`config.mk`:
```
export PLATFORM = sky130hd
export DESIGN_NAME = dc_motor_reversal_soft_ramp_core
export DESIGN_NICKNAME = d
export VERILOG_FILES = /design/src/dcmr_pkg.sv /design/src/dc_motor_reversal_soft_ramp_core.sv
export SDC_FILE = /design/constraint.sdc
export NUM_CORES = 1
export LEC_CHECK = 0
export BUFFER_PORTS_ARGS = -buffer_cell sky130_fd_sc_hd__buf_2
export CAP_MARGIN = 20
export CORE_ASPECT_RATIO = 1.5
export CORE_UTILIZATION = 35
export DETAILED_ROUTE_END_ITERATION = 10
export GPL_ROUTABILITY_DRIVEN = 0
export SLEW_MARGIN = 0
export SYNTH_ARGS = -nofsm -noshare
export SYNTH_HDL_FRONTEND = slang
export SYNTH_SLANG_ARGS = --single-unit
export TNS_END_PERCENT = 10
```
`constraint.sdc`:
```
create_clock -name clk -period 6.8 [get_ports clk]
set_input_delay 0.34 -clock clk [delete_from_list [all_inputs] [get_ports clk]]
set_output_delay 0.34 -clock clk [all_outputs]
set_load 0.03 [all_outputs]
```
`src/dcmr_pkg.sv`:
```
// Shared widths, reset values and command codes of the DC motor reversal ramp core.
package dcmr_pkg;

	// Field widths.
	localparam int unsigned PWM_W     = 8;
	localparam int unsigned RELAY_W   = 2;
	localparam int unsigned CMD_W     = 2;
	localparam int unsigned STEP_W    = 7;
	localparam int unsigned HOLD_W    = 10;
	localparam int unsigned PERIOD_W  = 10;
	localparam int unsigned WAIT_W    = 16;
	localparam int unsigned TICK_W    = 16;
	localparam int unsigned CFG_IDX_W = 2;
	localparam int unsigned CFG_W     = 16;

	// Register reset values.
	localparam logic [STEP_W-1:0]   STEP_RST   = STEP_W'(5);
	localparam logic [HOLD_W-1:0]   HOLD_RST   = HOLD_W'(10);
	localparam logic [PERIOD_W-1:0] PERIOD_RST = PERIOD_W'(20);
	localparam logic [WAIT_W-1:0]   WAIT_RST   = WAIT_W'(2000);

	// Full-scale PWM compare value.
	localparam logic [PWM_W-1:0] PWM_MAX = '1;

	// Configuration register indexes.
	typedef enum logic [CFG_IDX_W-1:0] {
		CFG_SPEED_STEP  = 2'd0,
		CFG_ADJUST_HOLD = 2'd1,
		CFG_RAMP_PERIOD = 2'd2,
		CFG_REV_WAIT    = 2'd3
	} cfg_idx_t;

	// Direction commands.
	localparam logic [CMD_W-1:0] DIR_NONE    = 2'd0;
	localparam logic [CMD_W-1:0] DIR_FORWARD = 2'd1;
	localparam logic [CMD_W-1:0] DIR_REVERSE = 2'd2;
	localparam logic [CMD_W-1:0] DIR_STOP    = 2'd3;

	// Speed buttons.
	localparam logic [CMD_W-1:0] BTN_FASTER = 2'd1;
	localparam logic [CMD_W-1:0] BTN_SLOWER = 2'd2;

	// Relay drive codes.
	localparam logic [RELAY_W-1:0] RELAY_STOPPED = 2'd0;
	localparam logic [RELAY_W-1:0] RELAY_FORWARD = 2'd1;
	localparam logic [RELAY_W-1:0] RELAY_REVERSE = 2'd2;

	// One result.
	typedef struct packed {
		logic [PWM_W-1:0]   pwm;
		logic [RELAY_W-1:0] relay;
		logic               busy;
	} res_t;

endpackage

```
`src/dc_motor_reversal_soft_ramp_core.sv`:
```
// DC motor speed and direction controller with soft PWM ramp and safe relay reversal.
//
// Each tick request gives one result, and a new tick can be taken in every
// cycle while in_stall is low. The controller state updates directly from the
// accepted request, and the result goes into an output register backed by one skid
// entry, so in_stall rises only when both already hold results that out_stall keeps
// from leaving. While idle, a speed button moves the PWM compare by speed_step
// (saturating at 0 and 255) and starts a nonzero adjust hold; a direction command
// ramps the PWM down one unit per ramp period, switches the relay, waits the reversal
// time and ramps back up to the saved speed. Requests during a sequence are ignored.
module dc_motor_reversal_soft_ramp_core (
	input  logic                           clk,
	input  logic                           arst_n,
	// Tick request channel.
	input  logic                           in_valid,
	output logic                           in_stall,
	input  logic [dcmr_pkg::CMD_W-1:0]     direction_cmd,
	input  logic [dcmr_pkg::CMD_W-1:0]     speed_button,
	// Result channel.
	output logic                           out_valid,
	input  logic                           out_stall,
	output logic [dcmr_pkg::PWM_W-1:0]     pwm_compare,
	output logic [dcmr_pkg::RELAY_W-1:0]   relay_code,
	output logic                           busy_res,
	// Configuration write port.
	input  logic                           cfg_we,
	input  logic [dcmr_pkg::CFG_IDX_W-1:0] cfg_index,
	input  logic [dcmr_pkg::CFG_W-1:0]     cfg_data
);
	import dcmr_pkg::*;

	typedef enum logic [2:0] {
		PH_IDLE = 3'd0,
		PH_HOLD = 3'd1,
		PH_DOWN = 3'd2,
		PH_WAIT = 3'd3,
		PH_UP   = 3'd4
	} phase_t;

	// Configuration registers.
	logic [STEP_W-1:0]   step_q;
	logic [HOLD_W-1:0]   hold_q;
	logic [PERIOD_W-1:0] period_q;
	logic [WAIT_W-1:0]   wait_q;

	// Controller state.
	phase_t             phase_q, phase_d;
	logic [PWM_W-1:0]   pwm_q, pwm_d;
	logic [PWM_W-1:0]   saved_q, saved_d;
	logic [RELAY_W-1:0] relay_q, relay_d;
	logic [RELAY_W-1:0] pend_q, pend_d;
	logic [TICK_W-1:0]  tick_q, tick_d;

	// Output register and skid entry.
	logic out_valid_q, skid_valid_q;
	res_t out_q, skid_q, res_d;

	logic              in_acc, out_acc;
	logic [TICK_W-1:0] tick_inc, tick_dec;
	logic              ramp_hit;
	logic [PWM_W:0]    sum_up;
	logic [PWM_W-1:0]  step_ext;

	assign in_stall = skid_valid_q;
	assign in_acc   = in_valid && !in_stall;
	assign out_acc  = out_valid_q && !out_stall;

	// Configuration writes.
	always_ff @(posedge clk or negedge arst_n) begin
		if (!arst_n) begin
			step_q   <= STEP_RST;
			hold_q   <= HOLD_RST;
			period_q <= PERIOD_RST;
			wait_q   <= WAIT_RST;
		end else if (cfg_we) begin
			unique case (cfg_idx_t'(cfg_index))
				CFG_SPEED_STEP:  step_q   <= cfg_data[STEP_W-1:0];
				CFG_ADJUST_HOLD: hold_q   <= cfg_data[HOLD_W-1:0];
				CFG_RAMP_PERIOD: period_q <= cfg_data[PERIOD_W-1:0];
				CFG_REV_WAIT:    wait_q   <= cfg_data[WAIT_W-1:0];
				default:         ;
			endcase
		end
	end

	// Shared arithmetic for the tick counter and the speed adjust.
	assign tick_inc = tick_q + TICK_W'(1);
	assign tick_dec = (tick_q != '0) ? tick_q - TICK_W'(1) : tick_q;
	assign ramp_hit = tick_inc >= TICK_W'(period_q);
	assign step_ext = PWM_W'(step_q);
	assign sum_up   = {1'b0, pwm_q} + {1'b0, step_ext};

	// Next state for one tick.
	always_comb begin
		phase_d = phase_q;
		pwm_d   = pwm_q;
		saved_d = saved_q;
		relay_d = relay_q;
		pend_d  = pend_q;
		tick_d  = tick_q;
		unique case (phase_q)
			PH_IDLE: begin
				if (direction_cmd != DIR_NONE) begin
					saved_d = pwm_q;
					pend_d  = (direction_cmd == DIR_FORWARD) ? RELAY_FORWARD :
						(direction_cmd == DIR_REVERSE) ? RELAY_REVERSE : RELAY_STOPPED;
					tick_d  = '0;
					phase_d = PH_DOWN;
				end else if (speed_button == BTN_FASTER && pwm_q != PWM_MAX) begin
					pwm_d = sum_up[PWM_W] ? PWM_MAX : sum_up[PWM_W-1:0];
					if (hold_q != '0) begin
						phase_d = PH_HOLD;
						tick_d  = TICK_W'(hold_q);
					end
				end else if (speed_button == BTN_SLOWER && pwm_q != '0) begin
					pwm_d = (pwm_q > step_ext) ? pwm_q - step_ext : '0;
					if (hold_q != '0) begin
						phase_d = PH_HOLD;
						tick_d  = TICK_W'(hold_q);
					end
				end
			end
			PH_HOLD: begin
				tick_d = tick_dec;
				if (tick_dec == '0) begin
					phase_d = PH_IDLE;
				end
			end
			PH_DOWN: begin
				if (pwm_q == '0) begin
					relay_d = pend_q;
					tick_d  = wait_q;
					phase_d = PH_WAIT;
				end else if (ramp_hit) begin
					tick_d = '0;
					pwm_d  = pwm_q - PWM_W'(1);
				end else begin
					tick_d = tick_inc;
				end
			end
			PH_WAIT: begin
				if (tick_q == '0) begin
					phase_d = PH_UP;
				end else begin
					tick_d = tick_dec;
				end
			end
			PH_UP: begin
				if (pwm_q >= saved_q) begin
					phase_d = PH_IDLE;
					tick_d  = '0;
				end else if (ramp_hit) begin
					tick_d = '0;
					pwm_d  = pwm_q + PWM_W'(1);
				end else begin
					tick_d = tick_inc;
				end
			end
			default: begin
				phase_d = PH_IDLE;
				tick_d  = '0;
			end
		endcase
		res_d.pwm   = pwm_d;
		res_d.relay = relay_d;
		res_d.busy  = (phase_d != PH_IDLE);
	end

	// State update on each accepted tick.
	always_ff @(posedge clk or negedge arst_n) begin
		if (!arst_n) begin
			phase_q <= PH_IDLE;
			pwm_q   <= '0;
			saved_q <= '0;
			relay_q <= RELAY_STOPPED;
			pend_q  <= RELAY_STOPPED;
			tick_q  <= '0;
		end else if (in_acc) begin
			phase_q <= phase_d;
			pwm_q   <= pwm_d;
			saved_q <= saved_d;
			relay_q <= relay_d;
			pend_q  <= pend_d;
			tick_q  <= tick_d;
		end
	end

	// Output register with one skid entry behind it.
	always_ff @(posedge clk or negedge arst_n) begin
		if (!arst_n) begin
			out_valid_q  <= 1'b0;
			skid_valid_q <= 1'b0;
		end else begin
			if (!out_valid_q || out_acc) begin
				if (skid_valid_q) begin
					out_valid_q  <= 1'b1;
					skid_valid_q <= 1'b0;
				end else begin
					out_valid_q <= in_acc;
				end
			end else if (in_acc) begin
				skid_valid_q <= 1'b1;
			end
		end
	end

	always_ff @(posedge clk) begin
		if (!out_valid_q || out_acc) begin
			out_q <= skid_valid_q ? skid_q : res_d;
		end
		if (in_acc && out_valid_q && !out_acc) begin
			skid_q <= res_d;
		end
	end

	assign out_valid   = out_valid_q;
	assign pwm_compare = out_q.pwm;
	assign relay_code  = out_q.relay;
	assign busy_res    = out_q.busy;

	// The skid entry is only ever filled behind a full output register.
	assert property (@(posedge clk) disable iff (!arst_n)
		skid_valid_q |-> out_valid_q)
		else $error("skid entry holds a result while the output register is empty");

	// An adjust hold always has ticks left to count.
	assert property (@(posedge clk) disable iff (!arst_n)
		(phase_q == PH_HOLD) |-> (tick_q != '0))
		else $error("adjust hold running with a zero tick count");

	// The ramp up never passes the saved speed.
	assert property (@(posedge clk) disable iff (!arst_n)
		(phase_q == PH_UP) |-> (pwm_q <= saved_q))
		else $error("ramp up exceeded the saved speed");

	// The relay only switches when leaving the ramp down at zero speed.
	assert property (@(posedge clk) disable iff (!arst_n)
		!$stable(relay_q) |-> ($past(phase_q) == PH_DOWN && $past(pwm_q) == '0))
		else $error("relay switched outside the zero-speed point of a sequence");

endmodule

```
==> results.cfg <==
[synthesis]
syn_area_per_cell_um2 = 9.34
yosysUniqueCellTypes = 76
ys_seq_elements = 106
synth.most_common_cell = nand2_1
synth_fa_ha_area_share_pct = 7.13
synth_fp_nets = 841
yosysTopAreaCell = dfrtp_1
syn_inst = 774
synthTopCellsByCount = nand2_1, dfrtp_1, o21ai_0, mux2_2, nor2_1
synth-simple-area-share_pct = 16.7
synth_warnings = 0
synthTopCellsByArea = dfrtp_1, edfxtp_1, mux2_2, ha_1, dfstp_2
synth_top_area_share_pct = 24.9
netlist_area_um2 = 7230
yosys_most_used_dff = dfrtp_1
synthArstFlopShare_pct = 79.2
synth.yosys.seq_area_share_pct = 38.4
synth_top_family_by_area = compound AO/OA/AOI/OAI gates
synth_edf_count = 22
synth_xor_area_share_pct = 3.51
muxShareOfSynthArea_pct = 8.39
synth-compound-area-share_pct = 20.7

[clocking]
path_clk_slew_ps = 70
h-tree-depth = 3
root_buffer = clkbuf_16
clk_path_buf_depth = 2
cts.sinks = 106
cts_made_buffers = 9
worstSkewPairLatency_ps = 370
cts_tree = done

[sta]
tightestPinTransition_ps = 972
setup_viol = 0
rsz0062_at_grt = false
setup_slack_ps = 3070
max-slew-margin-rel_pct = 35.0
finalClockSkew_ps = 6.75
fin_tns_setup_ps = 0
slew_violations = 0
final.min_clock_period_ps = 3730
fmax_ghz = 0.268
period_share_pct = 54.9
hold_violations = 0

[detailed_routing]
drt_iter0_drc = 453
ant_nets = 0
route.detailed.drc = 0
vias_per_cell = 5.76
wl_um = 20700
dr.pass1.iters = 5
routedWlPerCell_um = 19.6
vias = 6080

[power]
finalPower_mw = 2.72
leakage_nw = 3.22
powerDensity_nw_per_um2 = 343
peakVddDrop_uv = 141

[place]
placed_cells = 1038
dp_hpwl_um = 15400
dpl-instance-area_um2 = 7600
io_buffers = 39
pre_cts_slack_ps = 3090

[worst_setup_path]
cpPeakStageDelay_ps = 620
reg2reg_slack_ps = 3070
required_ps = 7060
reg2reg_from = pwm_q[1]
crit_top_cell = nand2b_1
reg2regPathDepth = 11
crit_path_end_kind = flop
path_delay_family = simple AND/OR/NAND/NOR gates
path_cells = inv_1, ha_1, nor3b_1, a21oi_1, a2bb2oi_1, o211ai_1, buf_4, nand2b_1, nand2b_1, o21bai_1, a21o_1
path_buf_inv = 2
critPathSlowestCell = nand2b_1
crit_type = flop to flop
r2r_end = tick_q[2]
cp-startpoint = pwm_q[1]
critPathArrivalTime_ps = 3990
crit_fanout = 17
start_kind = flop

[floorplan]
core-area_um2 = 20300
start_util_pct = 35.5
die_area_um2 = 21200
rows = 64
die_y_um = 178
die_w_um = 119
ios = 40

[global_routing]
grt_overflow = 0
track_usage_pct = 20.5
grt_pass1_vias = 6094
antenna_found_initial = 0
grt_max_degree = 47
grt_pass1_wl_um = 33500

[job]
drv_cap = 0

[final_layout]
syn_to_final_growth_pct = 9.33
nets = 854
fill_cells = 2115
instances_no_fill = 1056
layout-drive-gt1-share_pct = 18.1
stdcell_area_um2 = 7910
diodes = 0

[run_status]
status = complete, no violations

[hold_path]
hold_end = pend_q[1]
hp-class = input port to flop
hold_depth = 2
hold_start = direction_cmd[0]
## layer usage
layer  global-route usage (%)  part of all wire (%)  vias up
met5                        0                     0        -
met4                     11.3                   4.2        0
met3                     2.49                   3.9       46
met2                     38.5                    53      174
met1                     22.3                    39     2961
li1                         -                     -     2899
## sequential cells by signal (all words and copies together) (netlist names)
name	flops
pwm_q	8
busy_res	1
skid_q	11
out_valid	1
period_q	10
step_q	7
pend_q	2
phase_q	3
relay_code	2
hold_q	10
relay_q	2
in_stall	1
tick_q	16
pwm_compare	8
saved_q	8
wait_q	16
## power breakdown
part           internal (mW)  switching [mW]
Sequential             0.792           0.182
Combinational          0.471           0.742
Clock                  0.273           0.256
Total                   1.54            1.18
## worst max path at each step
stage,cells past startpoint,slack [ps],to
6_report,11,3070,tick_q[2]
5_1_grt,13,2710,pwm_compare[1]
4_1_cts,11,3080,tick_q[2]
3_5_place_dp,13,3090,pwm_compare[1]
3_3_place_gp,11,3110,tick_q[2]
2_1_floorplan,12,3740,pwm_compare[3]
## final cells by class
cell class / count / area [um^2] / area share [%]
timing repair buffer: 50 / 283 / 3.58
tap: 264 / 330 / 4.18
inverter: 38 / 143 / 1.80
multi-input combinational: 582 / 4080 / 51.6
sequential: 106 / 2780 / 35.1
clock buffer: 11 / 254 / 3.21
clock inverter: 5 / 35.0 / 0.443
## repair_timing
item	in CTS	in global routing
endpoints found under the hold margin	21	0
hold buffers	1	0
setup buffers	0	0
gates resized for setup	0	0
## per-stage QoR
stage,hold slack [ps],util (%)
3_3_place_gp,364,37.4
5_1_grt,201,38.9
3_5_place_dp,369,37.4
2_1_floorplan,44.4,-
4_1_cts,197,38.8
6_report,196,38.9
## worst register-to-register path, delay by kind of cell (launching register included)
kind	cells	cell delay [ps]
AND/OR/NAND/NOR	3	1470
adder cells (fa/ha/maj)	1	180
AO/OA/AOI/OAI	5	920
buffers and inverters	2	520
flip-flops	1	530
## cell families (layout without fill, tap and decap cells)
family                   count (synthesis)  count (layout)
adder cells (fa/ha/maj)                 40              40
AO/OA/AOI/OAI                          221             221
AND/OR/NAND/NOR                        238             238
XOR/XNOR                                29              29
flip-flops                             106             106
buffers and inverters                   86             104
multiplexers                            54              54
## cells in the final DEF (no fill, tap or decap), drive strengths merged, types with 4 or more instances in the layout
master,synthesis,routed
nand2,79,79
dfrtp,72,72
o21ai,57,57
mux2,53,53
buf,16,49
nor2,47,47
inv,38,40
ha,38,38
a21oi,36,36
edfxtp,22,22
nand3,20,20
xnor2,20,20
nor3,15,15
nand2b,14,14
nand4,14,14
a21o,13,13
o31ai,12,12
dfstp,12,12
a31oi,11,11
a211oi,11,11
clkbuf,32,11
a22oi,10,10
nor4,10,10
xor2,9,9
o211ai,9,9
a221oi,8,8
a222oi,7,7
and3,6,6
and4,5,5
o31a,5,5
nor2b,5,5
or3,5,5
or4,5,5
o41ai,4,4
Power figures use the tool's default switching activity.
